`src/rtl/lzd_pkg.sv`:
```
// Shared types and constants of the LZSS stream decompressor.
// Used by the front parser, the command queue, the copy engine and the top level.
package lzd_pkg;

  // History window and token format
  localparam int HISTORY_DEPTH_DEF = 4096;
  localparam int QUEUE_DEPTH_DEF   = 4;
  localparam int DIST_W            = 12;
  localparam int LEN_W             = 5;
  localparam int LEN_W_NIB         = 4;
  localparam int REM_W             = 24;
  localparam int HDR_BYTES         = 4;
  localparam int FLAG_TOKENS       = 8;
  localparam logic [LEN_W-1:0] LEN_BIAS = 5'd3;

  // Command kinds passed from parser to copy engine
  typedef enum logic {
    CMD_LIT,
    CMD_MATCH
  } lzd_kind_t;

  // One queued command: a literal byte or a back-reference copy
  typedef struct packed {
    logic              clr_ptr;  // restart the history pointer at zero first
    lzd_kind_t         kind;
    logic              done;     // last byte of this command ends the stream
    logic [LEN_W-1:0]  count;    // bytes to emit (already clipped to the length)
    logic [DIST_W-1:0] data;     // literal in the low byte, or distance minus one
  } lzd_cmd_t;

endpackage

```
`src/rtl/lzd_queue.sv`:
```
// Small register FIFO of parser commands between the front and the back.
// Depends on lzd_pkg for the command type.
module lzd_queue import lzd_pkg::*; #(
  parameter int DEPTH = QUEUE_DEPTH_DEF
) (
  input  logic     clk,
  input  logic     rst_n,
  input  logic     push,
  input  lzd_cmd_t push_cmd,
  input  logic     pop,
  output lzd_cmd_t head_cmd,
  output logic     full,
  output logic     empty
);

  localparam int PW = $clog2(DEPTH);
  localparam int CW = $clog2(DEPTH + 1);

  lzd_cmd_t       slot_r [DEPTH];
  logic [PW-1:0]  wr_ptr_r, wr_ptr_nxt;
  logic [PW-1:0]  rd_ptr_r, rd_ptr_nxt;
  logic [CW-1:0]  count_r,  count_nxt;

  assign full     = (count_r == CW'(DEPTH));
  assign empty    = (count_r == '0);
  assign head_cmd = slot_r[rd_ptr_r];

  // Advance pointers and occupancy
  always_comb begin
    wr_ptr_nxt = wr_ptr_r;
    rd_ptr_nxt = rd_ptr_r;
    count_nxt  = count_r;
    if (push) begin
      wr_ptr_nxt = (wr_ptr_r == PW'(DEPTH - 1)) ? '0 : wr_ptr_r + PW'(1);
    end
    if (pop) begin
      rd_ptr_nxt = (rd_ptr_r == PW'(DEPTH - 1)) ? '0 : rd_ptr_r + PW'(1);
    end
    if (push && !pop) begin
      count_nxt = count_r + CW'(1);
    end else if (pop && !push) begin
      count_nxt = count_r - CW'(1);
    end
  end

  always_ff @(posedge clk) begin
    if (!rst_n) begin
      wr_ptr_r <= '0;
      rd_ptr_r <= '0;
      count_r  <= '0;
    end else begin
      wr_ptr_r <= wr_ptr_nxt;
      rd_ptr_r <= rd_ptr_nxt;
      count_r  <= count_nxt;
    end
  end

  // Store the pushed word
  always_ff @(posedge clk) begin
    if (push) begin
      slot_r[wr_ptr_r] <= push_cmd;
    end
  end

endmodule

```
`config.mk`:
```
export PLATFORM = sky130hd
export DESIGN_NAME = lzd_queue
export DESIGN_NICKNAME = d
export VERILOG_FILES = /design/src/rtl/lzd_pkg.sv /design/src/rtl/lzd_queue.sv
export SDC_FILE = /design/constraint.sdc
export NUM_CORES = 1
export LEC_CHECK = 0
export BUFFER_PORTS_ARGS = -buffer_cell sky130_fd_sc_hd__buf_4
export CAP_MARGIN = 0
export CORE_ASPECT_RATIO = 1.4
export CORE_MARGIN = 2
export CORE_UTILIZATION = 45
export CTS_CLUSTER_DIAMETER = 60
export CTS_CLUSTER_SIZE = 10
export DETAILED_ROUTE_END_ITERATION = 8
export GPL_TIMING_DRIVEN = 0
export SKIP_LAST_GASP = 1
export SYNTH_ARGS = -nofsm -noshare
export SYNTH_HDL_FRONTEND = slang
export SYNTH_SLANG_ARGS = --single-unit
```
`constraint.sdc`:
```
create_clock -name clk -period 1.8 [get_ports clk]
set_input_delay 0.18 -clock clk [delete_from_list [all_inputs] [get_ports clk]]
set_output_delay 0.18 -clock clk [all_outputs]
set_load 0.005 [all_outputs]
```
==> results.toml, run 1 <==
[floorplan]
initial_core_util = 0.460
row_count = 37
fp.coreArea_um2 = 7270
die_area_um2 = 8140
die-height_um = 106
die_w_um = 76.8
boundaryPins = 46

[power]
powerDensity_nw_per_um2 = 1040
ir_drop_v = 0.000646
p_leak_nw = 1.39

[global_routing]
grt-ovfl-total = 0
grt_use_total = 0.149
grt_start_max_net_pins = 21
grt_first_pass_wirelength_mm = 8.83
grt_pass1_vias = 1717
antenna_found_initial = 0

[cells_and_area]
diodes = 0
post-route-util = 0.552
final_layout_size_suffix_gt1_frac = 0.431
layout_common_cells = "edfxtp_1, buf_4, mux4_2, clkbuf_8, dfxtp_1"
layout_commonest_cell = "edfxtp_1"
area_growth_pct = 20.0
num-nets-final = 235

[route]
vias = 1552
viasPerCell = 5.07
drtIter0Drc = 121
ant_nets = 0
wirelength_mm = 5.48
wl_per_cell_um = 17.9
drc = 0
drt_pass1_iterations = 4

[clocking]
cts_sinks = 89
numCtsBuffers = 9
post_cts_buffers = 0
cts_hold_buf = 0
cts_tree = "yes"
h-tree-depth = 3
clk_latency_ps = 340
clkSlewWorstSetupHoldPaths_ps = 90
root_buffer = "clkbuf_8"
clockBufferDepth = 2

[logic_synthesis]
synthTopCellsByArea = "edfxtp_1, mux4_2, dfxtp_1"
ys_ff_latch = 89
synth_fp_nets = 179
ys_types = 20
synth_cells = 148
yosysSeqAreaShare = 0.772
synth_top_area_cell = "edfxtp_1"
yosysWarnings = 0
yosysTopAreaCellShare = 0.719
syn_avg_cell_area_um2 = 22.6
synth_area_um2 = 3340

[sta]
tightest_slew_ps = 562
relSlewSlack = 0.625
hold_viol = 0
fin_skew_ps = 8.10
min_period_ps = 1740
layout_setup_ws_ps = 56.5
finalCritPeriodShare = 0.969
drv_slew = 0
setup_viol = 0
fmaxAchievable_ghz = 0.574
rsz0062_at_grt = "yes"
whs_ps = 31.7

[status]
outcome = "completed"

[critical_path]
crit_path_start_kind = "flop"
ff2ff_setup_slack_ps = 300
cp_slowest_stage_delay_ps = 530
cp-end-kind = "primary output"
worst_path_max_delay_cell = "mux4_2"
worstPathCellList = "buf_8 > mux4_2 > buf_4"
crit_fanout = 10
arrival_ps = 1560
worstSetupPathType = "flop to primary output"
worst_ep_required_time_ps = 1620

[placed_design]
hpwl_mm = 3.59
port_buffers = 45
place_congestion = 0.698
pre_cts_ws_ps = -44.1

[min_path]
holdCritPathClass = "input port to flop"

[job]
maxCapViolCount = 0
state kept, by name, indices dropped and copies added (netlist names), named ones only:
signal,cells
wr_ptr_r,2
slot_r,80
count_r,3
rd_ptr_r,2
Yosys cell counts:
cell,count
edfxtp_1,80
mux2i_1,4
o21ai_0,1
nor3_1,2
buf_6,2
nor3b_1,1
xor2_1,1
nor2_1,1
and2_1,5
nor2b_1,5
or3_1,1
fa_1,1
mux4_2,20
dfxtp_1,9
o21a_1,1
buf_2,2
ha_1,6
a21boi_1,1
inv_1,4
xnor2_1,1
final timing paths:
kind	startpoint	to	depth (start not counted)
worst max-delay path	flop	head_cmd[12]	3
worst min-delay path	push_cmd[9]	slot_r[0][9]$_DFFE_PP_	1
worst max register to register	count_r[0]$_SDFFE_PN0P_	count_r[2]$_SDFFE_PN0P_	4
worst min register to register	count_r[2]$_SDFFE_PN0P_	count_r[2]$_SDFFE_PN0P_	2
metal layers:
| layer | GRT usage | vias up | routed length (um) |
|---|---|---|---|
| met5 | 0 | - | 0 |
| met4 | 0.0779 | 0 | 111 |
| met3 | 0.0399 | 10 | 238 |
| met2 | 0.261 | 35 | 3040 |
| met1 | 0.165 | 799 | 2090 |
| li1 | - | 708 | - |
worst max-delay path: cells and delay by family, from the launching register on:
kind	cells	cell delay [ps]
buffers and inverters	2	320
muxes	1	530
DFF	1	370
cells by family after synthesis:
| logic type | after synthesis | share of synthesized area |
|---|---|---|
| XOR/XNOR | 2 | 0.00524 |
| adder cells (fa/ha/maj) | 7 | 0.0284 |
| AND/OR/NAND/NOR | 15 | 0.0269 |
| buffers and inverters | 8 | 0.0142 |
| flip-flops | 89 | 0.772 |
| multiplexers | 24 | 0.147 |
| AO/OA/AOI/OAI | 3 | 0.00599 |
through the flow:
stage          total power, W  cell area, um2  setup TNS, ps  instances
2_1_floorplan         0.00267            3340              0        148
3_3_place_gp          0.00287            3800              0        290
3_5_place_dp          0.00290            3800          -2210        290
4_1_cts               0.00420            4000          -85.7        306
5_1_grt               0.00434            4010          -64.1        306
6_report              0.00416            4010              0        306
cell type report:
class,instances,area [um2]
buffer,4,40.0
inverter,4,15.0
timing repair buffer,45,338
clock buffer,9,124
multi-input combinational,51,718
tap,97,121
sequential,89,2580
clock inverter,7,71.3
fill,580,3260
timing repair:
| item | CTS | global route |
|---|---|---|
| gates resized for setup | 4 | 3 |
| endpoints found under the hold margin | 0 | 0 |
| setup endpoints to repair | 91 | 20 |
power by group:
part | switching (W) | total [W] | internal (W) | leakage, nW
logic | 0.000195 | 0.000449 | 0.000254 | 0.490
clock network | 0.000671 | 0.00131 | 0.000638 | 0.0912
registers | 0.0000399 | 0.00240 | 0.00236 | 0.809
total | 0.000906 | 0.00416 | 0.00325 | 1.39
(Power assumes the default switching activity.)
==> run 2, diff against run 1 <==
==> constraint.sdc (replaced) <==
create_clock -name clk -period 1.8 [get_ports clk]
set_input_delay 0.18 -clock clk [delete_from_list [all_inputs] [get_ports clk]]
set_output_delay 0.18 -clock clk [all_outputs]
set_load 0.05 [all_outputs]
==> run 2 against run 1 <==
Net effect: design area grew 2.2%; global-route usage is the same; clock skew grew 0.76 ps; combinational power grew 68%; worst setup slack lost 16 ps; clock power is essentially flat; first-iteration DRC count shrank 6.6%; cell count is the same; sequential cell count is the same; critical endpoint is now head_cmd[10].
==> results.toml, run 2 (synthesis results as in run 1) <==
[placed_design]
port_buffers = 45
place_congestion = 0.698
post-place-cells = 290
hpwl_mm = 3.59
pre_cts_ws_ps = -44.1

[job]
maxCapViolCount = 0

[cells_and_area]
final_layout_size_suffix_gt1_frac = 0.431
diodes = 0
reg_top3 = "slot_r: 80 flops, count_r: 3 flops"
seqCellArea_um2 = 2590
area_growth_pct = 22.6
layout_commonest_cell = "edfxtp_1"
num-nets-final = 235
regMostFlops = "slot_r"
largest_reg_flops = 80
post-route-util = 0.564
stdcell_count = 306
fill_cells = 574
multi_input_area_um2 = 718
layout_common_cells = "edfxtp_1, buf_4, mux4_2, buf_6, clkbuf_8"

[min_path]
min_from = "push_cmd[9]"
hold_end = "slot_r[0][9]$_DFFE_PP_"
holdCritPathClass = "input port to flop"
min_path_cells = 1

[sta]
hold_viol = 0
rsz0062_at_grt = "yes"
fin_skew_ps = 8.86
min_period_ps = 1760
drv_slew = 0
finalCritPeriodShare = 0.978
fin_setup_tns_ps = 0
relSlewSlack = 0.627
fmaxAchievable_ghz = 0.568
tightest_slew_ps = 559
layout_setup_ws_ps = 40.1
setup_viol = 0

[route]
wirelength_mm = 5.52
drc = 0
wl_per_cell_um = 18.1
ant_nets = 0
viasPerCell = 5.11
drtIter0Drc = 113
vias = 1563
drt_pass1_iterations = 4

[power]
comb_power_share = 0.169
clkPwrFrac = 0.294
p_int_w = 0.00330
p_switching_w = 0.00116
ir_drop_v = 0.000648
pwr-share-seq = 0.537
p_leak_nw = 1.42
powerDensity_nw_per_um2 = 1090
swShare = 0.261
total_power_w = 0.00446

[clocking]
cts_sinks = 89
h-tree-depth = 3
cts_tree = "yes"
clkSlewWorstSetupHoldPaths_ps = 90
root_buffer = "clkbuf_8"
post_cts_buffers = 0
clockBufferDepth = 2
numCtsBuffers = 9
clk_latency_ps = 350

[floorplan]
die_w_um = 76.8
initial_core_util = 0.460
row_count = 37
boundaryPins = 46
fp.coreArea_um2 = 7270
die-height_um = 106
die_area_um2 = 8140

[global_routing]
antenna_found_initial = 0
grt_first_pass_wirelength_mm = 8.84
grt_start_max_net_pins = 21
grt_use_total = 0.149
grt-ovfl-total = 0
grt_pass1_vias = 1720

[critical_path]
critPathBufInv = 2
worstPathCellList = "buf_12 > mux4_2 > buf_6"
cp-end-kind = "primary output"
reg2reg_from = "count_r[0]$_SDFFE_PN0P_"
crit_fanout = 10
arrival_ps = 1580
reg2reg_depth = 4
ff2ff_setup_slack_ps = 300
worst_path_max_delay_cell = "mux4_2"
cp_slowest_stage_delay_ps = 530
worst_ep_required_time_ps = 1620
crit_path_start_kind = "flop"
critPathTopFamily = "multiplexers"
worstSetupPathType = "flop to primary output"
rr_endpoint = "count_r[2]$_SDFFE_PN0P_"

[status]
outcome = "completed"
run 2: per-stage QoR:
step,hold WS (ps),area (um2)
2_1_floorplan,279,3340
3_3_place_gp,379,3800
3_5_place_dp,386,3800
4_1_cts,15.9,4030
5_1_grt,9.60,4100
6_report,29.0,4100
run 2: how the worst max path moves through the flow:
stage / slack, ps / startpoint / depth (start not counted) / to
5_1_grt: -20 / flop / 3 / head_cmd[3]
3_3_place_gp: 20 / wr_ptr_r[0]$_SDFFE_PN0P_ / 2 / slot_r[3][15]$_DFFE_PP_
3_5_place_dp: -40 / wr_ptr_r[0]$_SDFFE_PN0P_ / 3 / slot_r[0][15]$_DFFE_PP_
6_report: 40 / flop / 3 / head_cmd[10]
4_1_cts: -30 / flop / 3 / head_cmd[10]
2_1_floorplan: 120 / count_r[1]$_SDFFE_PN0P_ / 1 / full
run 2: timing repair:
item | in CTS | in global routing
cloned | 0 | 0
gates resized for setup | 10 | 20
endpoints found under the hold margin | 0 | 0
endpoints found under the setup margin | 100 | 20
hold buffers | 0 | 0
run 2: power groups by stage:
stage	clock network (W)	logic (W)	registers, W
after global placement	0	0.000688	0.00244
after floorplan	0	0.000487	0.00243
final	0.00131	0.000754	0.00240
after CTS	0.00135	0.000718	0.00240
after detailed placement	0	0.000706	0.00245
after global routing	0.00144	0.000800	0.00241
run 2: layout make-up:
| type | instances | area share |
|---|---|---|
| Sequential cell | 89 | 0.631 |
| Multi-Input combinational cell | 51 | 0.175 |
| Timing Repair Buffer | 45 | 0.101 |
| Clock buffer | 9 | 0.0302 |
| Tap cell | 97 | 0.0296 |
| Clock inverter | 7 | 0.0174 |
| Buffer | 4 | 0.0122 |
| Inverter | 4 | 0.00366 |
run 2: per-layer routing:
layer	GRT usage	wire (um)	vias up
met3	0.0399	275	11
met5	0	0	-
met4	0.0779	124	0
met1	0.163	2060	806
met2	0.263	3060	37
li1	-	-	709
run 2: worst register-to-register path, cell delays in order, from the launching register on:
cell and delay (ps):
dfxtp_1 370, fa_1 450, xor2_1 160, or3_1 300
a21boi_1 150
