--- src/rtl/lzd_pkg.sv ---
// Shared types and constants of the LZSS stream decompressor.
// Used by the front parser, the command queue, the copy engine and the top level.
package lzd_pkg;

  // History window and token format
  localparam int HISTORY_DEPTH_DEF = 4096;
  localparam int QUEUE_DEPTH_DEF   = 4;
  localparam int DIST_W            = 12;
  localparam int LEN_W             = 5;
  localparam int LEN_W_NIB         = 4;
  localparam int REM_W             = 24;
  localparam int HDR_BYTES         = 4;
  localparam int FLAG_TOKENS       = 8;
  localparam logic [LEN_W-1:0] LEN_BIAS = 5'd3;

  // Command kinds passed from parser to copy engine
  typedef enum logic {
    CMD_LIT,
    CMD_MATCH
  } lzd_kind_t;

  // One queued command: a literal byte or a back-reference copy
  typedef struct packed {
    logic              clr_ptr;  // restart the history pointer at zero first
    lzd_kind_t         kind;
    logic              done;     // last byte of this command ends the stream
    logic [LEN_W-1:0]  count;    // bytes to emit (already clipped to the length)
    logic [DIST_W-1:0] data;     // literal in the low byte, or distance minus one
  } lzd_cmd_t;

endpackage

--- src/rtl/lzd_front.sv ---
// Front parser: takes compressed bytes, walks header, flag bytes and tokens,
// and queues literal and copy commands. Depends on lzd_pkg.
module lzd_front import lzd_pkg::*; (
  input  logic       clk,
  input  logic       rst_n,
  input  logic       in_valid,
  output logic       in_stall,
  input  logic [7:0] in_byte,
  input  logic       in_stream_start,
  input  logic       q_full,
  output logic       push,
  output lzd_cmd_t   push_cmd
);

  logic [2:0]       hdr_cnt_r,   hdr_cnt_nxt;
  logic [REM_W-1:0] remain_r,    remain_nxt;
  logic [7:0]       flag_bits_r, flag_bits_nxt;
  logic [3:0]       flags_left_r, flags_left_nxt;
  logic             exp_second_r, exp_second_nxt;
  logic [7:0]       tok_high_r,  tok_high_nxt;
  logic             clr_pend_r,  clr_pend_nxt;

  logic             accept;
  logic [2:0]       hdr_cnt;
  logic [REM_W-1:0] remain;
  logic [7:0]       flag_bits;
  logic [3:0]       flags_left;
  logic             exp_second;
  logic [7:0]       tok_high;
  logic [LEN_W-1:0] match_len;
  logic [LEN_W-1:0] emit_cnt;
  logic [REM_W-1:0] remain_after;

  assign in_stall = q_full;
  assign accept   = in_valid && !q_full;

  // Apply a stream restart before the byte is parsed
  always_comb begin
    hdr_cnt    = in_stream_start ? '0 : hdr_cnt_r;
    remain     = in_stream_start ? '0 : remain_r;
    flag_bits  = in_stream_start ? '0 : flag_bits_r;
    flags_left = in_stream_start ? '0 : flags_left_r;
    exp_second = in_stream_start ? 1'b0 : exp_second_r;
    tok_high   = in_stream_start ? '0 : tok_high_r;
  end

  // Clip each token's output to what the stream still owes
  always_comb begin
    match_len = LEN_W'(tok_high[7:4]) + LEN_BIAS;
    if (exp_second) begin
      emit_cnt = (remain < REM_W'(match_len)) ? remain[LEN_W-1:0] : match_len;
    end else begin
      emit_cnt = LEN_W'(1);
    end
    remain_after = remain - REM_W'(emit_cnt);
  end

  // Classify the accepted byte
  always_comb begin
    hdr_cnt_nxt    = hdr_cnt_r;
    remain_nxt     = remain_r;
    flag_bits_nxt  = flag_bits_r;
    flags_left_nxt = flags_left_r;
    exp_second_nxt = exp_second_r;
    tok_high_nxt   = tok_high_r;
    clr_pend_nxt   = clr_pend_r;
    push           = 1'b0;
    push_cmd.clr_ptr = clr_pend_r || in_stream_start;
    push_cmd.kind    = CMD_LIT;
    push_cmd.done    = (remain_after == '0);
    push_cmd.count   = emit_cnt;
    push_cmd.data    = DIST_W'(in_byte);
    if (accept) begin
      hdr_cnt_nxt    = hdr_cnt;
      remain_nxt     = remain;
      flag_bits_nxt  = flag_bits;
      flags_left_nxt = flags_left;
      exp_second_nxt = exp_second;
      tok_high_nxt   = tok_high;
      clr_pend_nxt   = clr_pend_r || in_stream_start;
      if (hdr_cnt < 3'(HDR_BYTES)) begin
        // Header: type byte first, then the 24-bit length, low byte first
        case (hdr_cnt[1:0])
          2'd1:    remain_nxt = remain | REM_W'(in_byte);
          2'd2:    remain_nxt = remain | (REM_W'(in_byte) << 8);
          2'd3:    remain_nxt = remain | (REM_W'(in_byte) << 16);
          default: remain_nxt = remain;
        endcase
        hdr_cnt_nxt = hdr_cnt + 3'd1;
      end else if (remain == '0) begin
        // Stream finished: drop the byte
      end else if (flags_left == '0) begin
        flag_bits_nxt  = in_byte;
        flags_left_nxt = 4'(FLAG_TOKENS);
      end else if (exp_second) begin
        push           = 1'b1;
        push_cmd.kind  = CMD_MATCH;
        push_cmd.data  = {tok_high[3:0], in_byte};
        exp_second_nxt = 1'b0;
        remain_nxt     = remain_after;
        flag_bits_nxt  = {flag_bits[6:0], 1'b0};
        flags_left_nxt = flags_left - 4'd1;
        clr_pend_nxt   = 1'b0;
      end else if (flag_bits[7]) begin
        tok_high_nxt   = in_byte;
        exp_second_nxt = 1'b1;
      end else begin
        push           = 1'b1;
        remain_nxt     = remain_after;
        flag_bits_nxt  = {flag_bits[6:0], 1'b0};
        flags_left_nxt = flags_left - 4'd1;
        clr_pend_nxt   = 1'b0;
      end
    end
  end

  always_ff @(posedge clk) begin
    if (!rst_n) begin
      hdr_cnt_r    <= '0;
      remain_r     <= '0;
      flag_bits_r  <= '0;
      flags_left_r <= '0;
      exp_second_r <= 1'b0;
      tok_high_r   <= '0;
      clr_pend_r   <= 1'b0;
    end else begin
      hdr_cnt_r    <= hdr_cnt_nxt;
      remain_r     <= remain_nxt;
      flag_bits_r  <= flag_bits_nxt;
      flags_left_r <= flags_left_nxt;
      exp_second_r <= exp_second_nxt;
      tok_high_r   <= tok_high_nxt;
      clr_pend_r   <= clr_pend_nxt;
    end
  end

endmodule

--- config.mk ---
export PLATFORM = sky130hd
export DESIGN_NAME = lzd_front
export DESIGN_NICKNAME = d
export VERILOG_FILES = /design/src/rtl/lzd_pkg.sv /design/src/rtl/lzd_front.sv
export SDC_FILE = /design/constraint.sdc
export NUM_CORES = 1
export LEC_CHECK = 0
export BUFFER_PORTS_ARGS = -buffer_cell sky130_fd_sc_hd__buf_4
export CAP_MARGIN = 15
export CORE_MARGIN = 2
export CORE_UTILIZATION = 50
export CTS_CLUSTER_DIAMETER = 30
export CTS_CLUSTER_SIZE = 10
export DETAILED_ROUTE_END_ITERATION = 16
export PLACE_DENSITY = 0.69
export SYNTH_ARGS = -nofsm -noshare
export SYNTH_HDL_FRONTEND = slang
export SYNTH_SLANG_ARGS = --single-unit
--- constraint.sdc ---
create_clock -name clk -period 11.2 [get_ports clk]
set_input_delay 2.24 -clock clk [delete_from_list [all_inputs] [get_ports clk]]
set_output_delay 2.24 -clock clk [all_outputs]
set_load 0.1 [all_outputs]
==> impl_metrics.yaml, run 1 <==
outcome:
  outcome: "finished clean"
clock_tree:
  clock_latency_ns: 0.33
  ctsHoldBuffers: 0
  cts.sinks: 49
  cts_inserted_buffers: 5
  clk_pin_slew_ns: 0.09
  cts_setup_buffers: 0
  htreeDepth: 2
  cts_tree: "yes"
  clk_path_buf_depth: 2
  cts_resized: 0
  cts-root-buf: "clkbuf_8"
grt:
  grt_pass1_wl_um: 21400
  antenna_found_initial: 0
  grt_pass1_vias: 3988
  grt_max_degree: 45
  grt_util_all_layers_pct: 31.3
  grt.overflow.total: 0
detailed_routing:
  drc: 0
  postRouteAntennaNets: 0
  first_pass_iters: 5
  avgViaCountPerCell: 6.67
  drt-initial-drc-count: 380
  vias: 4271
  routedWlPerCell_um: 20.6
  finalWirelength_um: 13200
floorplanning:
  ios: 35
  die_x_um: 93.0
  dieArea_um2: 8650
  fp-row-count: 32
  start_util_pct: 51.5
  core_um2: 7690
  die_height_um: 93.0
logic_synthesis:
  synth_edf_count: 0
  synthArstFlopShare_pct: 0
  synthTopCellsByArea: "dfxtp_1, a21oi_1, nand2_1, o21ai_0, ha_1"
  ys_ff_latch: 49
  synth_cell_types: 70
  synth.top_cells.by_count: "nand2_1, a21oi_1, dfxtp_1"
  syn_inst: 535
  synthFlopType: "dfxtp_1"
  yosys_warnings: 0
  avgSynthCellArea_um2: 7.40
  yosysSeqAreaShare_pct: 24.8
  synth_nets: 563
  syn_area_um2: 3960
  yosysMostFrequentCell: "nand2_1"
  synth_top_area_share_pct: 24.8
  synth_top_cell_by_area: "dfxtp_1"
power_and_ir_drop:
  vdd_ir_drop_max_mv: 0.0446
  p_leak_uw: 0.00163
  power_per_cell_area_nw_per_um2: 83.2
critical_path:
  critPathArrivalTime_ns: 7.29
  cp_data_required_time_ns: 8.96
  critPathKind: "in -> out"
  crit_fanout: 44
  end_kind: "primary output"
  cp-start-kind: "primary input"
timing:
  final.setup_skew_ns: 0.0143
  hold_viol_final: 0
  relSlewSlack_pct: 27.8
  period_share_pct: 85.1
  period_minus_slack_ns: 9.53
  worstMarginPinSlew_ns: 1.07
  finalSetupViolCount: 0
  drv_slew: 0
  max_freq_ghz: 0.105
  setup-tns-final_ns: 0
  whs_ns: 0.471
  worst_slack_ns: 1.67
  rsz0062_at_grt: "no"
placement:
  hpwl_um: 9340
  gp_congestion: 0.963
  placed_cell_area_um2: 4180
  io_buffers: 34
  place_ws_ns: 1.69
finish:
  nets: 565
  diodes: 0
  final_util_pct: 55.6
  syn_to_final_growth_pct: 7.80
  finish.instance_area_um2: 4270
  fillers: 779
  drive_above_1_share_pct: 12.6
flow_run:
  maxCapViolations: 0
hold_path:
  hp-class: "reg -> reg"
[final timing paths]
path	from	end	slack, ns	cells past startpoint
hold reg to reg	flag_bits_r[7]	flag_bits_r[7]	0.47	2
setup / recovery	in_stream_start	push_cmd[17]	1.67	22
setup reg to reg	remain_r[17]	remain_r[20]	6.48	17
hold / removal	flag_bits_r[7]	flag_bits_r[7]	0.47	2
[where the power goes]
part	switching (µW)	internal [µW]	total (µW)
logic	48.4	16.3	64.7
clock network	70.3	44.3	115
registers	1.14	175	176
total	120	236	355
[per-layer routing]
metal	GRT usage [%]	wire length [µm]
met5	0	0
met4	10.4	294
met2	47.3	5830
met1	44.9	5890
met3	5.72	1150
[cell usage in the layout, fill, tap and decap left out, types with 4 or more instances in the layout]
master / n
a31oi_1: 4
or3_1: 5
clkbuf_8: 5
nand2_1: 61
o2111ai_1: 7
or4_1: 4
nand4_1: 4
nor2_1: 46
a221oi_1: 8
and2_1: 9
dfxtp_1: 49
a21oi_1: 51
nor3b_1: 4
nand3_1: 11
o21a_1: 7
a22oi_1: 14
nand2b_1: 8
nor2b_1: 15
mux2i_1: 7
and3_1: 4
or2_2: 4
xnor2_1: 5
nor3_1: 15
o21ai_0: 36
inv_1: 11
o32a_1: 7
a21o_1: 7
buf_4: 41
o22ai_1: 6
ha_1: 14
nor4_1: 11
a22o_1: 5
[layout make-up]
type / instances / area (µm²) / share of cell area (%)
clock buffer: 6 / 72.6 / 1.70
clock inverter: 2 / 15.0 / 0.352
inverter: 11 / 41.3 / 0.967
multi-input combinational: 429 / 2730 / 63.8
sequential: 49 / 981 / 23.0
tap: 102 / 128 / 2.99
timing repair buffer: 41 / 308 / 7.21
[cells by family after synthesis]
family,count (synthesis),synth area share [%]
and+or+nand+nor,213,27.8
xor gates and xnor gates,8,1.77
DFF,49,24.8
buffers and inverters,57,6.85
AOI/OAI and AO/OA,184,31.5
adders and majority gates,15,4.93
muxes,9,2.43
[critical path: stages]
cell,delay [ns]
buf_4,0.38
inv_1,0.07
buf_4,0.28
nand2_1,0.13
inv_1,0.05
ha_1,0.26
a31o_2,0.22
a21o_1,0.17
a21oi_1,0.19
o21ai_2,0.15
and2_0,0.18
o21ai_1,0.16
ha_1,0.19
inv_1,0.06
fa_1,0.40
a211o_1,0.32
a21oi_1,0.50
nand2_1,0.14
a221oi_1,0.34
o2111ai_1,0.23
nor4_4,0.28
buf_4,0.32
[per-stage QoR]
stage          total power (µW)  cells
3_5_place_dp                243    632
3_3_place_gp                243    632
6_report                    355    640
5_1_grt                     364    640
2_1_floorplan               226    535
4_1_cts                     353    640
[flip-flops by register name, summed over array words and instances, names as in the netlist]
signal        flops
flag_bits_r       8
hdr_cnt_r         3
remain_r         24
exp_second_r      1
clr_pend_r        1
flags_left_r      4
tok_high_r        8
(Power assumes the default switching activity.)
==> run 2, diff against run 1 <==
==> constraint.sdc (replaced) <==
create_clock -name clk -period 11.2 [get_ports clk]
set_input_delay 1.12 -clock clk [delete_from_list [all_inputs] [get_ports clk]]
set_output_delay 1.12 -clock clk [all_outputs]
set_load 0.1 [all_outputs]
==> run 2 against run 1 <==
Net effect:
- routed wire length rose by 0.77%
- sequential power about the same
- global-route usage fell by 0.31 points
- highest routed layer unchanged
- flip-flop and latch count unchanged
- largest cell class unchanged
- via count down 0.47%
==> impl_metrics.yaml, run 2 (synthesis gave the netlist of run 1 again) <==
finish:
  final_cell_mix: "nand2_1, a21oi_1, dfxtp_1"
  regMostFlops: "remain_r"
  nets: 565
  multiInputGateArea_um2: 2720
  fillers: 763
  reg.largest.list: "remain_r x24, flag_bits_r x8, tok_high_r x8"
  syn_to_final_growth_pct: 8.84
  diodes: 0
  drive_above_1_share_pct: 12.8
  mostFrequentLayoutCell: "nand2_1"
  largest_register_ff_count: 24
  regArea_um2: 981
  final_util_pct: 56.1
timing:
  setup-tns-final_ns: 0
  relSlewSlack_pct: 25.8
  period_share_pct: 66.7
  worstMarginPinSlew_ns: 1.10
  max_freq_ghz: 0.134
  hold_viol_final: 0
  whs_ns: 0.470
  finalSetupViolCount: 0
  rsz0062_at_grt: "no"
  period_minus_slack_ns: 7.47
  worst_slack_ns: 3.73
  final.setup_skew_ns: 0.00623
  drv_slew: 0
detailed_routing:
  drt-initial-drc-count: 510
  finalWirelength_um: 13300
  avgViaCountPerCell: 6.64
  postRouteAntennaNets: 0
  drc: 0
  routedWlPerCell_um: 20.7
  first_pass_iters: 7
  vias: 4251
clock_tree:
  ctsHoldBuffers: 0
  clk_path_buf_depth: 2
  clock_latency_ns: 0.30
  cts_inserted_buffers: 5
  cts-root-buf: "clkbuf_8"
  cts_tree: "yes"
  cts.sinks: 49
  htreeDepth: 2
  cts_setup_buffers: 0
  clk_pin_slew_ns: 0.10
  cts_resized: 0
critical_path:
  cp-start-kind: "primary input"
  cp_data_required_time_ns: 10.08
  critPathKind: "in -> out"
  critPathArrivalTime_ns: 6.35
  end_kind: "primary output"
  crit_fanout: 44
grt:
  grt_util_all_layers_pct: 31.0
  antenna_found_initial: 0
  grt_pass1_vias: 3952
  grt_pass1_wl_um: 21300
  grt.overflow.total: 0
  grt_max_degree: 45
floorplanning:
  ios: 35
  die_x_um: 93.0
  dieArea_um2: 8650
  start_util_pct: 51.5
  fp-row-count: 32
  core_um2: 7690
  die_height_um: 93.0
power_and_ir_drop:
  p_leak_uw: 0.00165
  vdd_ir_drop_max_mv: 0.0552
  power_per_cell_area_nw_per_um2: 92.0
hold_path:
  hp-class: "reg -> reg"
placement:
  place_ws_ns: 3.82
  hpwl_um: 9460
  gp_congestion: 1.01
  io_buffers: 34
flow_run:
  maxCapViolations: 0
outcome:
  outcome: "finished clean"
run 2: worst paths after layout:
path	from	to	slack, ns	cells after the start
hold / removal	flag_bits_r[0]	flag_bits_r[0]	0.47	2
setup / recovery	in_stream_start	push_cmd[17]	3.73	22
hold reg to reg	flag_bits_r[0]	flag_bits_r[0]	0.47	2
setup reg to reg	remain_r[17]	remain_r[20]	6.16	16
run 2: cell type report:
class                      count  share of cell area, %
inverter                      11                  0.958
tap                          102                   2.96
timing repair buffer          41                   7.14
clock inverter                 3                   1.60
sequential                    49                   22.8
clock buffer                   5                   1.60
multi-input combinational    429                   63.0
run 2: where the power goes:
group	switching [µW]	internal (µW)
sequential	1.14	175
clock	65.0	90.0
combinational	49.0	16.3
total	115	281
run 2: per-layer routing:
layer | global-route usage (%) | wire length (µm) | part of all wire, %
met1 | 47.0 | 5970 | 45
met2 | 45.1 | 5750 | 43
met3 | 5.00 | 1240 | 9.4
met4 | 8.46 | 310 | 2.3
met5 | 0 | 0 | 0
run 2: metrics by stage:
stage | cells | total power [µW] | area, µm²
after floorplan | 535 | 226 | 3960
after global placement | 632 | 244 | 4170
after detailed placement | 632 | 244 | 4170
after CTS | 640 | 397 | 4310
after global routing | 640 | 409 | 4310
final | 640 | 397 | 4310
run 2: worst max-delay path, stage by stage:
cell and delay, ns:
buf_4 0.38, inv_1 0.07, buf_4 0.28, nand2_1 0.13
inv_1 0.05, ha_1 0.26, a31o_2 0.23, a21o_1 0.17
a21oi_1 0.17, o21ai_2 0.14, and2_0 0.17, o21ai_0 0.26
ha_1 0.23, inv_1 0.06, fa_1 0.39, a211o_1 0.32
a21oi_1 0.55, nand2_1 0.16, a221oi_1 0.40, o2111ai_1 0.20
nor4_2 0.27, buf_4 0.33
==> run 3, diff against run 2 <==
- ABC_AREA: default -> 1
- PLACE_DENSITY: 0.69 -> 0.71
- clock period: 11.2 -> 6.12 ns (I/O delays scaled with it)
==> run 3 against run 2 <==
Net effect:
- die area up 13%
- final area rose by 11%
- clock power increased by 30%
- critical endpoint unchanged
- register-to-register slack worse by 3.9 ns
- synthesized area grew 13%
- sequential share of layout area down 2.2 points
==> impl_metrics.yaml, run 3 <==
clock_tree:
  ctsHoldBuffers: 0
  cts_inserted_buffers: 5
  clock_latency_ns: 0.32
  cts.sinks: 49
  clk_path_buf_depth: 2
  cts-root-buf: "clkbuf_8"
  htreeDepth: 2
  cts_setup_buffers: 0
  cts_tree: "yes"
  cts_resized: 0
  clk_pin_slew_ns: 0.09
finish:
  largest_register_ff_count: 24
  regArea_um2: 981
  final_cell_mix: "nand2_1, inv_1, a21oi_1"
  multiInputGateArea_um2: 2950
  fillers: 906
  instances_no_fill: 898
  regMostFlops: "remain_r"
  reg.largest.list: "remain_r x24, flag_bits_r x8, tok_high_r x8"
  drive_above_1_share_pct: 9.49
  diodes: 0
  mostFrequentLayoutCell: "nand2_1"
  nets: 817
  finish.instance_area_um2: 4780
  syn_to_final_growth_pct: 6.38
timing:
  rsz0062_at_grt: "no"
  final.setup_skew_ns: 0.00982
  finalSetupViolCount: 0
  drv_slew: 0
  worstMarginPinSlew_ns: 0.796
  period_minus_slack_ns: 5.43
  period_share_pct: 88.7
  worst_slack_ns: 0.693
  max_freq_ghz: 0.184
  hold_viol_final: 0
  relSlewSlack_pct: 46.9
  setup-tns-final_ns: 0
detailed_routing:
  avgViaCountPerCell: 5.70
  routedWlPerCell_um: 15.9
  vias: 5119
  drt-initial-drc-count: 400
  first_pass_iters: 5
  drc: 0
  postRouteAntennaNets: 0
  finalWirelength_um: 14300
floorplanning:
  ios: 35
  die_x_um: 98.8
  dieArea_um2: 9760
  die_height_um: 98.8
  start_util_pct: 51.5
  fp-row-count: 34
  core_um2: 8720
logic_synthesis:
  synth.top_cells.by_count: "nand2_1, inv_1, a21oi_1"
  synth_top_area_share_pct: 21.8
  synth_compound_area_share_pct: 21.1
  yosys_warnings: 0
  syn_area_um2: 4490
  ys_ff_latch: 49
  synthXorXnorAreaFrac_pct: 1.95
  yosysMostFrequentCell: "nand2_1"
  synth_top_family_by_area: "simple AND/OR/NAND/NOR gates"
  muxShareOfSynthArea_pct: 0
  synth-simple-area-share_pct: 37.9
  synthFlopType: "dfxtp_1"
  syn_inst: 786
  synth_edf_count: 0
  synthArstFlopShare_pct: 0
  yosysSeqAreaShare_pct: 21.8
  synth_cell_types: 35
  synthTopCellsByArea: "dfxtp_1, nand2_1, a21oi_1, nand3_1, o21ai_0"
  synth_fa_ha_area_share_pct: 4.34
  synth_nets: 814
  avgSynthCellArea_um2: 5.72
  synth_top_cell_by_area: "dfxtp_1"
grt:
  grt_pass1_vias: 4851
  grt_util_all_layers_pct: 29.4
  grt.overflow.total: 0
  grt_pass1_wl_um: 23400
  grt_max_degree: 57
  antenna_found_initial: 0
critical_path:
  end_kind: "primary output"
  cp-start-kind: "primary input"
  critPathKind: "in -> out"
  cp_data_required_time_ns: 5.51
  critPathArrivalTime_ns: 4.82
  reg2reg_slack_ns: 2.24
  crit_fanout: 29
placement:
  gp_congestion: 0.987
  place_ws_ns: 0.775
  dp_cells: 890
  hpwl_um: 10100
  io_buffers: 34
  placed_cell_area_um2: 4690
hold_path:
  hp-class: "reg -> reg"
outcome:
  outcome: "finished clean"
flow_run:
  maxCapViolations: 0
power_and_ir_drop:
  power.total_uw: 830
  p_leak_uw: 0.00228
  vdd_ir_drop_max_mv: 0.0949
  power_per_cell_area_nw_per_um2: 174
[run 3: cell count changes in the layout (fill, tap and decap cells not counted), moves of 9 or more]
cell     previous run  this run
nor2b_1            15         0
a22oi_1            14         0
a21oi_1            51        76
inv_1              11        85
nand3_1            11        73
nand2_2             0         9
nor3_1             15         3
nor2_1             46        73
nor4_1             11         0
o21ai_0            37        73
and2_1              9         0
nand2_1            61       222
[run 3: critical path: stages]
cell	delay (ns)
buf_4	0.18
inv_2	0.24
buf_4	0.28
o21ai_0	0.17
nand2_1	0.13
nor2_1	0.19
nand2_1	0.12
nor4_4	0.31
nand2_2	0.14
nand2_1	0.09
nand3_1	0.09
ha_1	0.38
or2_2	0.29
nand3_1	0.18
nand2_1	0.18
xnor2_1	0.26
nand2_1	0.09
nor3_1	0.28
nand3_1	0.14
nor2_2	0.13
buf_4	0.29
[run 3: routing by layer]
layer	share of wire [%]	vias to the layer above	GRT usage, %
met4	2.8	0	10.7
met5	0	-	0
li1	-	2550	-
met2	48	177	49.4
met1	43	2358	38.3
met3	6.2	34	4.11
[run 3: power by group]
part	switching, µW	internal [µW]	leakage [µW]	total (µW)
Sequential	11.8	331	0.000400	343
Clock	122	80.9	0.0000374	202
Combinational	205	79.5	0.00184	285
Total	339	491	0.00228	830
[run 3: path summary, 6_finish.rpt]
| check | startpoint | to | cells past startpoint |
|---|---|---|---|
| worst max-delay path | in_stream_start | push_cmd[17] | 21 |
| worst min-delay path | hdr_cnt_r[0] | hdr_cnt_r[0] | 2 |
| worst max register to register | tok_high_r[4] | remain_r[23] | 24 |
| worst min register to register | hdr_cnt_r[0] | hdr_cnt_r[0] | 2 |
[run 3: cell type report]
type                    instances  share of cell area, %
well taps                     108                   2.83
clock inverters                 2                  0.314
flip-flops and latches         49                   20.5
repair buffers                 38                   5.97
clock buffers                   6                   1.52
multi-input cells             603                   61.6
inverters                      92                   7.22
[run 3: metrics by stage]
stage	util [%]	hold WS (ns)
floorplan	-	0.430
global placement	53.8	0.442
detailed placement	53.8	0.453
CTS	54.8	0.468
global route	54.8	0.497
finish	54.8	0.469
[run 3: kinds of logic (layout without fill, tap and decap cells)]
group,after synthesis,count (layout)
buffers and inverters,134,138
AND/OR/NAND/NOR,400,400
XOR/XNOR,10,10
AO/OA/AOI/OAI,178,178
flip-flops,49,49
adder cells (fa/ha/maj),15,15
